## src/rtl/fst_pkg.sv

```systemverilog
// Shared constants, types and codes of the flow sequence tracker.
package fst_pkg;

  localparam int RESTART_LIMIT = 128;
  localparam int SLOT_W        = $clog2(RESTART_LIMIT);
  localparam int COUNT_W       = $clog2(RESTART_LIMIT + 1);

  localparam int ADDR_W = 32;
  localparam int PORT_W = 16;
  localparam int SEQ_W  = 32;
  localparam int TIME_W = 40;
  localparam int OSLOT_W = 7;

  localparam logic [TIME_W-1:0] STALE_LIMIT_RESET = TIME_W'(120000);

  typedef enum logic [2:0] {
    OUT_RESTART = 3'd0,
    OUT_NEW     = 3'd1,
    OUT_STALE   = 3'd2,
    OUT_ORDER   = 3'd3,
    OUT_INORDER = 3'd4
  } outcome_t;

  typedef enum logic [4:0] {
    S_IDLE   = 5'b00001,
    S_SEARCH = 5'b00010,
    S_CHECK  = 5'b00100,
    S_DECIDE = 5'b01000,
    S_OUT    = 5'b10000
  } state_t;

  typedef struct packed {
    logic [ADDR_W-1:0]        addr;
    logic [PORT_W-1:0]        port;
    logic signed [SEQ_W-1:0]  max_seq;
    logic [TIME_W-1:0]        last_seen;
  } entry_t;

  typedef struct packed {
    logic              wr_en;
    logic [SLOT_W-1:0] wr_addr;
    entry_t            wr_data;
    logic              rd_en;
    logic [SLOT_W-1:0] rd_addr;
  } ram_req_t;

  typedef struct packed {
    logic               busy;
    logic [COUNT_W-1:0] flow_count;
  } status_t;

endpackage

```

## src/rtl/fst_if.sv

```systemverilog
// Channel interfaces: packet input, result output and register write.
interface fst_pkt_if
  import fst_pkg::*;
();
  logic                     valid;
  logic                     ready;
  logic [ADDR_W-1:0]        src_addr;
  logic [PORT_W-1:0]        src_port;
  logic signed [SEQ_W-1:0]  seq_num;
  logic [TIME_W-1:0]        now_time;

  modport source (output valid, src_addr, src_port, seq_num, now_time, input ready);
  modport sink (input valid, src_addr, src_port, seq_num, now_time, output ready);
endinterface

interface fst_res_if
  import fst_pkg::*;
();
  logic                     valid;
  logic                     ready;
  logic [2:0]               outcome;
  logic [OSLOT_W-1:0]       slot;
  logic signed [SEQ_W-1:0]  stored_max;

  modport source (output valid, outcome, slot, stored_max, input ready);
  modport sink (input valid, outcome, slot, stored_max, output ready);
endinterface


```

## src/rtl/fst_ctrl.sv

```systemverilog
// Search sequencer: walks the flow table, decides the outcome, writes back.
module fst_ctrl
  import fst_pkg::*;
(
  input  logic              clk,
  input  logic              rst,
  fst_pkt_if.sink           pkt,
  fst_res_if.source         res,
  input  logic [TIME_W-1:0] stale_limit,
  output ram_req_t          ram_req,
  input  entry_t            rd_data,
  output status_t           status
);

  state_t                  state;
  logic [SLOT_W-1:0]       idx;
  logic [COUNT_W-1:0]      flow_count;

  logic [ADDR_W-1:0]       p_addr;
  logic [PORT_W-1:0]       p_port;
  logic signed [SEQ_W-1:0] p_seq;
  logic [TIME_W-1:0]       p_now;

  logic signed [SEQ_W-1:0] h_seq;
  logic [TIME_W-1:0]       h_last;
  logic [TIME_W-1:0]       age;
  logic                    newer;

  outcome_t                r_outcome;
  logic [SLOT_W-1:0]       r_slot;
  logic signed [SEQ_W-1:0] r_prev;

  logic                    out_valid;
  outcome_t                out_outcome;
  logic [OSLOT_W-1:0]      out_slot;
  logic signed [SEQ_W-1:0] out_prev;

  logic accept;
  logic restart;
  logic match;
  logic last_slot;
  logic stale;
  logic order_err;
  logic out_load;

  assign accept    = pkt.valid && pkt.ready;
  assign restart   = (flow_count == '0) || (flow_count >= COUNT_W'(RESTART_LIMIT));
  assign match     = (rd_data.addr == p_addr) && (rd_data.port == p_port);
  assign last_slot = (COUNT_W'(idx) + COUNT_W'(1)) == flow_count;
  assign stale     = newer && (age > stale_limit);
  assign order_err = p_seq < h_seq;
  assign out_load  = (state == S_OUT) && (!out_valid || res.ready);

  assign pkt.ready = (state == S_IDLE);

  assign res.valid      = out_valid;
  assign res.outcome    = out_outcome;
  assign res.slot       = out_slot;
  assign res.stored_max = out_prev;

  assign status.busy       = (state != S_IDLE);
  assign status.flow_count = flow_count;

  always_comb begin
    ram_req = '0;
    case (state)
      S_IDLE: begin
        if (pkt.valid) begin
          if (restart) begin
            ram_req.wr_en   = 1'b1;
            ram_req.wr_addr = '0;
            ram_req.wr_data = '{pkt.src_addr, pkt.src_port, pkt.seq_num, pkt.now_time};
          end else begin
            ram_req.rd_en   = 1'b1;
            ram_req.rd_addr = '0;
          end
        end
      end
      S_SEARCH: begin
        if (!match) begin
          if (last_slot) begin
            ram_req.wr_en   = 1'b1;
            ram_req.wr_addr = flow_count[SLOT_W-1:0];
            ram_req.wr_data = '{p_addr, p_port, p_seq, p_now};
          end else begin
            ram_req.rd_en   = 1'b1;
            ram_req.rd_addr = idx + SLOT_W'(1);
          end
        end
      end
      S_DECIDE: begin
        // Stale refresh and in-order update store the same thing.
        if (stale || !order_err) begin
          ram_req.wr_en   = 1'b1;
          ram_req.wr_addr = idx;
          ram_req.wr_data = '{p_addr, p_port, p_seq, p_now};
        end
      end
      default: ;
    endcase
  end

  always_ff @(posedge clk) begin
    if (rst) begin
      state      <= S_IDLE;
      flow_count <= '0;
      out_valid  <= 1'b0;
    end else begin
      case (state)
        S_IDLE: begin
          if (accept) begin
            p_addr <= pkt.src_addr;
            p_port <= pkt.src_port;
            p_seq  <= pkt.seq_num;
            p_now  <= pkt.now_time;
            idx    <= '0;
            if (restart) begin
              flow_count <= COUNT_W'(1);
              r_outcome  <= OUT_RESTART;
              r_slot     <= '0;
              r_prev     <= '0;
              state      <= S_OUT;
            end else begin
              state <= S_SEARCH;
            end
          end
        end
        S_SEARCH: begin
          if (match) begin
            h_seq  <= rd_data.max_seq;
            h_last <= rd_data.last_seen;
            state  <= S_CHECK;
          end else if (last_slot) begin
            flow_count <= flow_count + COUNT_W'(1);
            r_outcome  <= OUT_NEW;
            r_slot     <= flow_count[SLOT_W-1:0];
            r_prev     <= '0;
            state      <= S_OUT;
          end else begin
            idx <= idx + SLOT_W'(1);
          end
        end
        S_CHECK: begin
          // A timestamp behind the stored one never counts as stale.
          newer <= p_now > h_last;
          age   <= p_now - h_last;
          state <= S_DECIDE;
        end
        S_DECIDE: begin
          r_slot <= idx;
          if (stale) begin
            r_outcome <= OUT_STALE;
            r_prev    <= '0;
          end else if (order_err) begin
            r_outcome <= OUT_ORDER;
            r_prev    <= h_seq;
          end else begin
            r_outcome <= OUT_INORDER;
            r_prev    <= '0;
          end
          state <= S_OUT;
        end
        S_OUT: begin
          if (out_load) begin
            state <= S_IDLE;
          end
        end
        default: begin
          state <= S_IDLE;
        end
      endcase

      if (out_load) begin
        out_valid <= 1'b1;
      end else if (res.ready) begin
        out_valid <= 1'b0;
      end
    end
  end

  always_ff @(posedge clk) begin
    if (out_load) begin
      out_outcome <= r_outcome;
      out_slot    <= OSLOT_W'(r_slot);
      out_prev    <= r_prev;
    end
  end

endmodule

```

## src/flat_wrapper.sv

```systemverilog
// flat-port wrapper written by rule: the top's interface ports become plain ports
module fst_ctrl_flat import fst_pkg::*;
  (clk, rst, stale_limit, ram_req, rd_data, status, pkt_valid, pkt_src_addr, pkt_src_port, pkt_seq_num, pkt_now_time, pkt_ready, res_valid, res_outcome, res_slot, res_stored_max, res_ready);
  fst_pkt_if pkt_i ();
  fst_res_if res_i ();
  input  logic clk;
  input  logic rst;
  input  logic [TIME_W-1:0] stale_limit;
  output ram_req_t ram_req;
  input  entry_t rd_data;
  output status_t status;
  input wire logic [$bits(pkt_i.valid)-1:0] pkt_valid;
  input wire logic [$bits(pkt_i.src_addr)-1:0] pkt_src_addr;
  input wire logic [$bits(pkt_i.src_port)-1:0] pkt_src_port;
  input wire logic [$bits(pkt_i.seq_num)-1:0] pkt_seq_num;
  input wire logic [$bits(pkt_i.now_time)-1:0] pkt_now_time;
  output wire logic [$bits(pkt_i.ready)-1:0] pkt_ready;
  output wire logic [$bits(res_i.valid)-1:0] res_valid;
  output wire logic [$bits(res_i.outcome)-1:0] res_outcome;
  output wire logic [$bits(res_i.slot)-1:0] res_slot;
  output wire logic [$bits(res_i.stored_max)-1:0] res_stored_max;
  input wire logic [$bits(res_i.ready)-1:0] res_ready;
  assign pkt_i.valid = pkt_valid;
  assign pkt_i.src_addr = pkt_src_addr;
  assign pkt_i.src_port = pkt_src_port;
  assign pkt_i.seq_num = pkt_seq_num;
  assign pkt_i.now_time = pkt_now_time;
  assign pkt_ready = pkt_i.ready;
  assign res_valid = res_i.valid;
  assign res_outcome = res_i.outcome;
  assign res_slot = res_i.slot;
  assign res_stored_max = res_i.stored_max;
  assign res_i.ready = res_ready;
  fst_ctrl u_core (.clk(clk), .rst(rst), .pkt(pkt_i), .res(res_i), .stale_limit(stale_limit), .ram_req(ram_req), .rd_data(rd_data), .status(status));
endmodule
```

## config.mk

```make
export PLATFORM = sky130hd
export DESIGN_NAME = fst_ctrl_flat
export DESIGN_NICKNAME = d
export VERILOG_FILES = /design/src/rtl/fst_pkg.sv /design/src/rtl/fst_if.sv /design/src/rtl/fst_ctrl.sv /design/src/flat_wrapper.sv
export SDC_FILE = /design/constraint.sdc
export NUM_CORES = 1
export LEC_CHECK = 0
export ABC_CLOCK_PERIOD_IN_PS = 6900
export BUFFER_PORTS_ARGS = -buffer_cell sky130_fd_sc_hd__clkbuf_2
export CORE_MARGIN = 2
export CORE_UTILIZATION = 45
export DETAILED_ROUTE_END_ITERATION = 10
export GPL_TIMING_DRIVEN = 0
export PLACE_DENSITY = 0.83
export REMOVE_ABC_BUFFERS = 1
export SYNTH_ARGS = -nofsm -noshare
export SYNTH_HDL_FRONTEND = slang
export SYNTH_SLANG_ARGS = --single-unit
```

## constraint.sdc

```tcl
create_clock -name clk -period 6.9 [get_ports clk]
set_input_delay 1.035 -clock clk [delete_from_list [all_inputs] [get_ports clk]]
set_output_delay 1.035 -clock clk [all_outputs]
set_load 0.01 [all_outputs]
```

==> summary by stage <==
Run status
The run finished with clean final reports.

Clocking
Post-CTS repair changed the size of 0 cells. The clock net in this run drives a total of roughly 340 sinks. Clock-pin slew was measured on the worst setup and hold paths at 0.06 ns.

The total clock buffers created by CTS is 39. The clock reaches the later pin of the worst-skew pair after 0.56 ns. The longest clock path from root to sink contains 3 buffers. The H-tree depth is 2.

The quantity of hold-fixing buffers added after cts is 0. In this run the clock root is driven by a sky130_fd_sc_hd__clkbuf_16. In this run the post-CTS setup repair buffer count came out at 0.

The TritonCTS clock tree is yes.

Worst setup path
The data arrival time at the worst-slack endpoint is 4.56 ns. In this run the worst path has a maximum fanout of 71. The worst setup path category is reg -> out. The critical path's largest stage delay is approximately 0.51 ns. The required time at the endpoint of the critical path is 5.86 ns. For this design, the slowest cell found on the critical path is sky130_fd_sc_hd__a21o_4. The worst setup path is captured at an output port. STA classifies the critical path startpoint as a register. The critical path goes through ha_1, nand2_1, nor4_1, o21ai_0, o211ai_1, a21oi_1, nor3_1, o21a_1, a21o_4, buf_16, a22o_1, clkbuf_2.

Power
The switching share of power is 0.270. The share of total power dissipated in combinational logic is 0.177. The share of total power dissipated in the clock network is 0.373. Summed over all cells, the static leakage comes to 9.30 nW.

The internal portion of the total power is 0.00408 W. Of the total power, registers draw 0.451. The reported net switching power is 0.00151 W. The maximum vdd drop is 0.221 mV. Dividing total power by cell area gives a power density of between 200 and 300 nW/µm².

Synth
For this run, the register share of the synthesized area comes to 0.586. The number of synthesis warnings is 0. The synthesized area per cell is roughly 12 µm².

Of the total synthesized cell area, the portion taken by AND, OR, NAND and NOR gates is 0.0833. The number of flip-flops and latches in the synthesized netlist is 338. The area share of xor/xnor cells in the synthesized design is 0.0502.

The most frequently used flop master after synthesis is sky130_fd_sc_hd__edfxtp_1. Counting flops with a built-in enable in the synthesized netlist gives 324. The compound-cell area share of the yosys netlist is 0.150.

The post-synthesis adder-cell area fraction is 0.0847. The main combinational cell family by area after synthesis is compound AO/OA/AOI/OAI gates. Synthesis instantiated 62 different standard cells from the library.

The cell area that synthesis handed to floorplanning was about 17000 µm². The mux contribution to synthesized area is 0.00176. The share of synthesized registers carrying an async set or reset is 0. Counting every instance in the synthesized netlist gives 1370.

Layout
The number of filler instances in the final layout is ~3000. The area occupied by multi-input gates is approximately 6400 µm². The number of antenna diodes in the final layout is 0. The count of nets after finishing is roughly 2300. The final non-filler cell area is about 22000 µm². Relative to the synthesized area, the layout overhead comes to 25.9%. The share of post-route cells with drive strength above 1 is 0.300.

In the final layout, flip-flops and latches occupy 10000 µm².

Drt
The violation count after the first detailed-routing iteration is 893. The total DRC errors in the routed layout is 0. The final route contains 13200 vias. The remaining antenna violation count is 0. The pre-antenna-repair detailed-routing pass consisted of 5 iterations.

The detailed-route vias per instance is 5.53. The average detailed-routed wire length per instance is 20.1 µm. The post-detailed-routing wire length is around 48000 µm.

STA
Derived from the worst setup path, the maximum achievable clock frequency is 0.179 GHz. Setup total negative slack on the finished layout was measured at 0 ns. Counting I/O delays and the setup requirement, the final critical path takes 5.60 ns. On the final layout, the worst clock skew is approximately 0.021 ns. Setup repair after global routing left no endpoint under its margin. The number of failing hold endpoints at the final stage is 0. The transition time of the tightest slew-check pin is 0.902 ns. In this run the tightest slew margin relative to its limit is 0.396. Setup violations remaining at the end of the flow were counted as 0. The final count of pins violating max slew was 0. The ratio of final minimum period to clock period is 0.811.

GRT
Entering global routing, the biggest net connects 72 pins. The first global-routing pass estimated 71600 µm of wire. The number of antenna violations at the first check in global routing came to 0. The via count of the first global-routing pass is 13100.

For this run, the total global-route usage over all layers was measured as 0.237. Global routing finished with a remaining overflow of 0.

Placement
At the end of routability-driven placement, the weighted congestion stood at 0.896. The number of I/O port buffers is 472. The HPWL after detailed placement is 37000 µm. Once placement finished, the instance area stood at 20200 µm².

Die
The height of the die is just under 200 µm. The die footprint is 39500 µm². The count of pins on the block boundary is 473. In this run the standard cell core region covers 37500 µm². After floorplanning, the core was divided into 71 placement rows.

The initial core utilization is 0.456. The floorplan die width is 199 µm.

Min path
The min-delay analysis places its worst path in the category reg -> reg.

Job
The tool flagged a number of max-cap violations equal to 0.
==> cells by family (layout without fill, tap and decap cells) <==
logic type,count (synthesis),count (layout)
AO/OA/AOI/OAI,346,346
buffers and inverters,190,704
multiplexers,3,3
AND/OR/NAND/NOR,280,280
adder cells (fa/ha/maj),115,115
XOR/XNOR,98,98
flip-flops,338,338
==> layer usage <==
metal  global-route usage  vias up  part of all wire
met5                    0        -                 0
met4               0.0954        0             0.035
met3               0.0512      101             0.077
met2                0.394      645              0.48
met1                0.303     6377              0.40
li1                     -     6114                 -
==> cells in the mapped netlist, types with 4 or more instances <==
master	count	area, µm²
sky130_fd_sc_hd__edfxtp_1	324	9730
sky130_fd_sc_hd__inv_1	137	514
sky130_fd_sc_hd__a22o_1	128	1120
sky130_fd_sc_hd__ha_1	114	1430
sky130_fd_sc_hd__xnor2_1	76	666
sky130_fd_sc_hd__a21oi_1	71	355
sky130_fd_sc_hd__nor2_1	62	233
sky130_fd_sc_hd__nand2_1	58	218
sky130_fd_sc_hd__a21o_1	41	308
sky130_fd_sc_hd__clkbuf_1	38	143
sky130_fd_sc_hd__and2_1	37	231
sky130_fd_sc_hd__o21ai_0	35	175
sky130_fd_sc_hd__nand4_1	33	206
sky130_fd_sc_hd__nand3_1	22	110
sky130_fd_sc_hd__xor2_1	22	193
sky130_fd_sc_hd__nor3_1	21	105
sky130_fd_sc_hd__dfxtp_1	14	280
sky130_fd_sc_hd__a31oi_1	11	68.8
sky130_fd_sc_hd__a211oi_1	10	75.1
sky130_fd_sc_hd__buf_4	10	75.1
sky130_fd_sc_hd__nand2b_1	10	62.6
sky130_fd_sc_hd__nor4_1	7	43.8
sky130_fd_sc_hd__o21bai_1	7	52.6
sky130_fd_sc_hd__and3_1	6	37.5
sky130_fd_sc_hd__nor2b_1	6	37.5
sky130_fd_sc_hd__o211ai_1	6	45.0
sky130_fd_sc_hd__buf_2	5	25.0
sky130_fd_sc_hd__o21a_1	4	30.0
==> sequential cells by signal, indices dropped and copies added (netlist names) <==
register,count
u_core.age,40
u_core.flow_count,8
u_core.h_last,40
u_core.h_seq,32
u_core.idx,7
u_core.newer,1
u_core.p_addr,32
u_core.p_now,40
u_core.p_port,16
u_core.p_seq,32
u_core.r_outcome,3
u_core.r_prev,32
u_core.r_slot,7
u_core.res.outcome,3
u_core.res.slot,7
u_core.res.stored_max,32
u_core.res.valid,1
u_core.state,5
==> power by group through the flow <==
| stage | Sequential [W] | Combinational (W) | Clock (W) |
|---|---|---|---|
| finish | 0.00252 | 0.000988 | 0.00208 |
| global route | 0.00253 | 0.00107 | 0.00221 |
| CTS | 0.00252 | 0.000989 | 0.00213 |
| detailed placement | 0.00256 | 0.000981 | 0 |
| global placement | 0.00259 | 0.000911 | 0 |
| floorplan | 0.00256 | 0.000548 | 0 |
==> cells in the final DEF (no fill, tap or decap), types with 22 or more instances in the layout <==
master,instances
sky130_fd_sc_hd__and2_1,37
sky130_fd_sc_hd__a21o_1,40
sky130_fd_sc_hd__clkbuf_2,472
sky130_fd_sc_hd__nor2_1,60
sky130_fd_sc_hd__nand2_1,58
sky130_fd_sc_hd__a22o_1,128
sky130_fd_sc_hd__ha_1,114
sky130_fd_sc_hd__clkbuf_16,39
sky130_fd_sc_hd__xnor2_1,76
sky130_fd_sc_hd__o21ai_0,35
sky130_fd_sc_hd__nand4_1,33
sky130_fd_sc_hd__a21oi_1,71
sky130_fd_sc_hd__nand3_1,22
sky130_fd_sc_hd__xor2_1,22
sky130_fd_sc_hd__edfxtp_1,324
sky130_fd_sc_hd__inv_1,137
==> area by class of cell <==
type | count | area share
Clock inverter | 22 | 0.0126
Sequential cell | 338 | 0.465
Multi-Input combinational cell | 842 | 0.296
Timing Repair Buffer | 495 | 0.125
Inverter | 137 | 0.0239
Tap cell | 511 | 0.0297
Clock buffer | 50 | 0.0477
==> worst max-delay path, delay by kind of cell, from the launching register on <==
family	cells	cell delay (ns)
buffers and inverters	2	0.50
AOI/OAI and AO/OA	6	1.74
DFF	1	0.45
adders and majority gates	1	0.40
and+or+nand+nor	3	0.85
==> final timing paths <==
kind / depth (start not counted) / slack (ns) / end / startpoint
setup / recovery: 12 / 1.30 / ram_req[124] / u_core.p_seq[31]
hold / removal: 0 / 0.41 / u_core.res.slot[6] / u_core.r_slot[6]
setup reg to reg: 12 / 2.91 / u_core.r_prev[12] / u_core.idx[0]
hold reg to reg: 0 / 0.41 / u_core.res.slot[6] / u_core.r_slot[6]
==> metrics by stage <==
stage	setup WS [ns]	power, W	hold WS (ns)	util	cells
5_1_grt	0.938	0.00581	0.422	0.574	2395
6_report	1.30	0.00559	0.408	0.574	2395
4_1_cts	1.22	0.00563	0.409	0.574	2395
3_3_place_gp	-4.20	0.00350	0.401	0.529	2300
3_5_place_dp	1.23	0.00354	0.405	0.539	2323
2_1_floorplan	-0.344	0.00311	0.400	-	1317
Power figures use the tool's default switching activity.
